`config.mk`:
```
export PLATFORM = sky130hd
export DESIGN_NAME = rpn_stack_mem
export DESIGN_NICKNAME = d
export VERILOG_FILES = /design/src/rtl/rpn_pkg.sv /design/src/rtl/rpn_stack_mem.sv
export SDC_FILE = /design/constraint.sdc
export NUM_CORES = 2
export LEC_CHECK = 0
export BUFFER_PORTS_ARGS = -buffer_cell sky130_fd_sc_hd__buf_2
export CAP_MARGIN = 30
export CORE_MARGIN = 1
export CORE_UTILIZATION = 60
export DETAILED_ROUTE_END_ITERATION = 8
export GPL_TIMING_DRIVEN = 0
export PLACE_DENSITY = 0.76
export RECOVER_POWER = 50
export SYNTH_ARGS = -nofsm -noshare
export SYNTH_HDL_FRONTEND = slang
export SYNTH_SLANG_ARGS = --single-unit
export TNS_END_PERCENT = 50
```
`constraint.sdc`:
```
create_clock -name clk -period 4.83 [get_ports clk]
set_clock_uncertainty 0.05 [all_clocks]
set_input_delay 0.483 -clock clk [delete_from_list [all_inputs] [get_ports clk]]
set_output_delay 0.483 -clock clk [all_outputs]
set_load 0.01 [all_outputs]
```
`src/rtl/rpn_pkg.sv`:
```
// ----------------------------------------------------------------------------
// rpn_pkg
// Shared constants, codes and interface structs for the RPN stack calculator.
// ----------------------------------------------------------------------------
package rpn_pkg;

    // Stack geometry
    localparam int STACK_DEPTH = 128;
    localparam int ADDR_W      = $clog2(STACK_DEPTH);
    localparam int CNT_W       = $clog2(STACK_DEPTH + 1);
    localparam int DATA_W      = 32;

    // Operation codes (anything above OP_CLEAR is unknown)
    localparam logic [3:0] OP_PUSH  = 4'd0;
    localparam logic [3:0] OP_ADD   = 4'd1;
    localparam logic [3:0] OP_SUB   = 4'd2;
    localparam logic [3:0] OP_MUL   = 4'd3;
    localparam logic [3:0] OP_DIV   = 4'd4;
    localparam logic [3:0] OP_POP   = 4'd5;
    localparam logic [3:0] OP_PEEK  = 4'd6;
    localparam logic [3:0] OP_DUP   = 4'd7;
    localparam logic [3:0] OP_SWAP  = 4'd8;
    localparam logic [3:0] OP_CLEAR = 4'd9;

    // Status codes
    localparam logic [2:0] STS_OK      = 3'd0;
    localparam logic [2:0] STS_FULL    = 3'd1;
    localparam logic [2:0] STS_EMPTY   = 3'd2;
    localparam logic [2:0] STS_DIVZERO = 3'd3;
    localparam logic [2:0] STS_UNKNOWN = 3'd4;

    // Q16.16 saturation limits
    localparam logic [DATA_W-1:0] Q_MAX = 32'h7FFF_FFFF;
    localparam logic [DATA_W-1:0] Q_MIN = 32'h8000_0000;

    // Stack memory port request
    typedef struct packed {
        logic              wr_en;
        logic [ADDR_W-1:0] wr_addr;
        logic [DATA_W-1:0] wr_data;
        logic              rd_en;
        logic [ADDR_W-1:0] rd_addr;
    } mem_req_t;

    // Multiply/divide unit request and response
    typedef struct packed {
        logic start;
        logic is_div;
    } md_req_t;

    typedef struct packed {
        logic busy;
        logic done;
        logic sat;
    } md_rsp_t;

endpackage

```
`src/rtl/rpn_stack_mem.sv`:
```
// ----------------------------------------------------------------------------
// rpn_stack_mem
// Stack storage: one write port and one read port with registered read data.
// ----------------------------------------------------------------------------
module rpn_stack_mem
(
    input  logic                             clk,
    input  rpn_pkg::mem_req_t                req,
    output logic [rpn_pkg::DATA_W-1:0]       rd_data
);

    logic [rpn_pkg::DATA_W-1:0] mem [rpn_pkg::STACK_DEPTH];

    // Write port
    always_ff @(posedge clk)
    begin
        if (req.wr_en)
        begin
            mem[req.wr_addr] <= req.wr_data;
        end
    end

    // Registered read port
    always_ff @(posedge clk)
    begin
        if (req.rd_en)
        begin
            rd_data <= mem[req.rd_addr];
        end
    end

endmodule

```
==> impl_metrics.csv <==
group,metric,value,unit
run_status,status,"finished with violations",
run_status,violations,"max-capacitance violations, max-slew violations",
hold_path,hold_path_class,"in2reg",
clock_tree,clk_latency,950,ps
critical_path,cpMostUsedCell,"mux4_2",
sta,finalSetupViolations,0,
global_routing,grt_usage,0.346,
critical_path,startpoint,"req[2]",
floorplanning,rows,187,
floorplanning,die_area,263000,um2
global_routing,grt_start_max_net_pins,111,
clock_tree,cts_max_level,5,
clock_tree,path_clk_slew,70,ps
route,drt_iter0_drc,13400,
floorplanning,initial_core_util,0.604,
yosys,yosysTopAreaCell,"edfxtp_1",
layout,stdcell_area,180000,um2
layout,multi_input_comb_area,32300,um2
sta,worstMarginPinSlew,3610,ps
yosys,synth.avg_cell_area,26.1,um2
critical_path,startpoint_type,"input pin",
yosys,ys_top_cells_by_area,"edfxtp_1, mux4_2, clkbuf_1, nor2_1, buf_2",
sta,relSlewSlack,-1.40,
floorplanning,die_h,513,um
clock_tree,cts_tree,"built",
placed_design,port_buffers,69,
sta,setup_tns,0,ps
layout,drive_gt1_frac,0.347,
sta,finalWorstSetupSlack,337,ps
yosys,yosysWarnings,0,
placed_design,hpwl,268,mm
clock_tree,post_cts_buffers,0,
placed_design,place_ws,-284,ps
clock_tree,cts-resized-gates,0,
yosys,synth_top_cell_area_share,0.792,
layout,syn2layout_area_growth,14.6,%
yosys,netlist_instances,5990,
hold_path,min-delay-start,"req[43]",
floorplanning,ios,81,
route,wirelength,454,mm
yosys,yosysSeqAreaShare,0.792,
route,drc,0,
yosys,synth_edf_count,4128,
clock_tree,cts_root_buf,"clkbuf_16",
global_routing,grt_pass1_wl,617,mm
clock_tree,cts_buffers,388,
pwr,ir_drop,345,uV
critical_path,slowest_stage,"clkbuf_2",
yosys,synth_common_cells,"edfxtp_1, mux4_2, clkbuf_1",
critical_path,worstSetupPathType,"in2reg",
layout,final_util,0.692,
route,dr_total_vias,77000,
critical_path,crit_path_max_fanout,14,
job,maxCapViolCount,57,
critical_path,critPathMaxStageDelay,820,ps
yosys,synthDistinctLibCells,16,
critical_path,required,5400,ps
placed_design,place.gp.congestion,1.11,
layout,fin_nets,6753,
clock_tree,clk_path_buf_depth,4,
layout,fill_cells,13700,
clock_tree,clkSinkCount,4128,
critical_path,r2r-start,"mem[47][12]",
critical_path,arrival,5070,ps
yosys,synth_nets,6039,
route,drtAntennaViolNets,0,
layout,seq_area,124000,um2
sta,finalCriticalPeriod,4490,ps
critical_path,critPathCaptureType,"flip-flop",
sta,fmax,223,MHz
yosys,synth_seq_cells,4128,
global_routing,grt_pass1_vias,76900,
sta,hold_viol,0,
critical_path,critical_path_buf_inv_count,4,
floorplanning,coreArea,259000,um2
route,viasPerCell,7.31,
yosys,synth_ff_type,"edfxtp_1",
pwr,leakage,0.0550,uW
yosys,syn_area,157000,um2
pwr,p_per_area,419,nW/um2
route,routedWlPerCell,43.1,um
global_routing,antenna_found_initial,87,
critical_path,path_cells,"clkbuf_1 > buf_2 > clkbuf_2 > clkbuf_1 > mux4_2 > mux4_2 > mux4_2 > mux2_2",
sta,finalCritPeriodShare,0.930,
yosys,yosysMostFrequentCell,"edfxtp_1",
route,dr.pass1.iters,8,
sta,drv_slew,3881,
critical_path,critPathTopFamily,"buffers and inverters",
yosys,async_reset_ff_frac,0,
sta,rsz0062_at_grt,"no",
floorplanning,die_w,513,um
global_routing,grt-ovfl-total,0,
placed_design,placed_area,167000,um2
## sequential cells by signal (all words and copies together), names as in the netlist
| register | cells |
|---|---|
| mem | 4096 |
| rd_data | 32 |
## timing repair
action,CTS,global route
hold buffers,6,0
setup endpoints to repair,0,0
hold endpoints to repair,139,0
## per-stage QoR
step | hold slack, ps | power, uW | std cells
after floorplan | 532 | 42300 | 5990
after global placement | 851 | 44100 | 9461
after detailed placement | 843 | 44400 | 9687
after CTS | 39.1 | 75000 | 10400
after global routing | 323 | 76400 | 10500
final | 333 | 75300 | 10500
## final timing paths
kind | end | slack [ps] | depth (start not counted)
max | rd_data[26] | 340 | 8
min | mem[62][0] | 330 | 4
max reg2reg | rd_data[12] | 1800 | 4
min reg2reg | rd_data[12] | 1230 | 4
## logic make-up (layout without fill, tap and decap cells)
| group | Yosys count | count (layout) | share of synthesized area |
|---|---|---|---|
| buffers and inverters | 316 | 1351 | 0.00837 |
| flip-flops | 4128 | 4128 | 0.792 |
| other | 0 | 106 | 0 |
| multiplexers | 1376 | 1376 | 0.196 |
| AND/OR/NAND/NOR | 170 | 170 | 0.00445 |
## final cells by class
class,count,share of cell area
buffer,316,0.00747
clock inverter,248,0.0142
timing repair buffer,324,0.0264
clock buffer,463,0.0566
multi-input combinational,1546,0.180
sequential,4128,0.690
antenna,106,0.00148
tap,3402,0.0237
## tightest hold or removal path: stages
cell,delay (ps)
buf_2,180
nand3_1,140
clkbuf_16,210
nor2_4,110
## layout by cell type (no fill, tap or decap), drive strengths merged
| cell type | n |
|---|---|
| diode | 106 |
| nand2 | 14 |
| mux4 | 1344 |
| nand4 | 3 |
| clkinv | 173 |
| inv | 10 |
| nand3 | 12 |
| edfxtp | 4128 |
| nor3 | 9 |
| clkbuf | 724 |
| nor2 | 122 |
| mux2 | 32 |
| buf | 373 |
| clkinvlp | 14 |
| nand2b | 2 |
| bufinv | 51 |
| nor2b | 7 |
| dlygate4sd3 | 6 |
| or3 | 1 |
## power breakdown
part / internal [uW] / switching [uW]
registers: 39700 / 56.1
logic: 1500 / 2780
clock network: 17700 / 13600
total: 58900 / 16400
## metal layers
| layer | wire length (um) | part of all wire | track usage | vias to the layer above |
|---|---|---|---|---|
| met5 | 660 | 0.0015 | 0.00676 | - |
| li1 | - | - | - | 28000 |
| met2 | 218000 | 0.48 | 0.546 | 7183 |
| met1 | 141000 | 0.31 | 0.436 | 40500 |
| met3 | 63900 | 0.14 | 0.106 | 1371 |
| met4 | 29500 | 0.065 | 0.187 | 58 |
No activity file was read; power rests on OpenSTA's default activity.
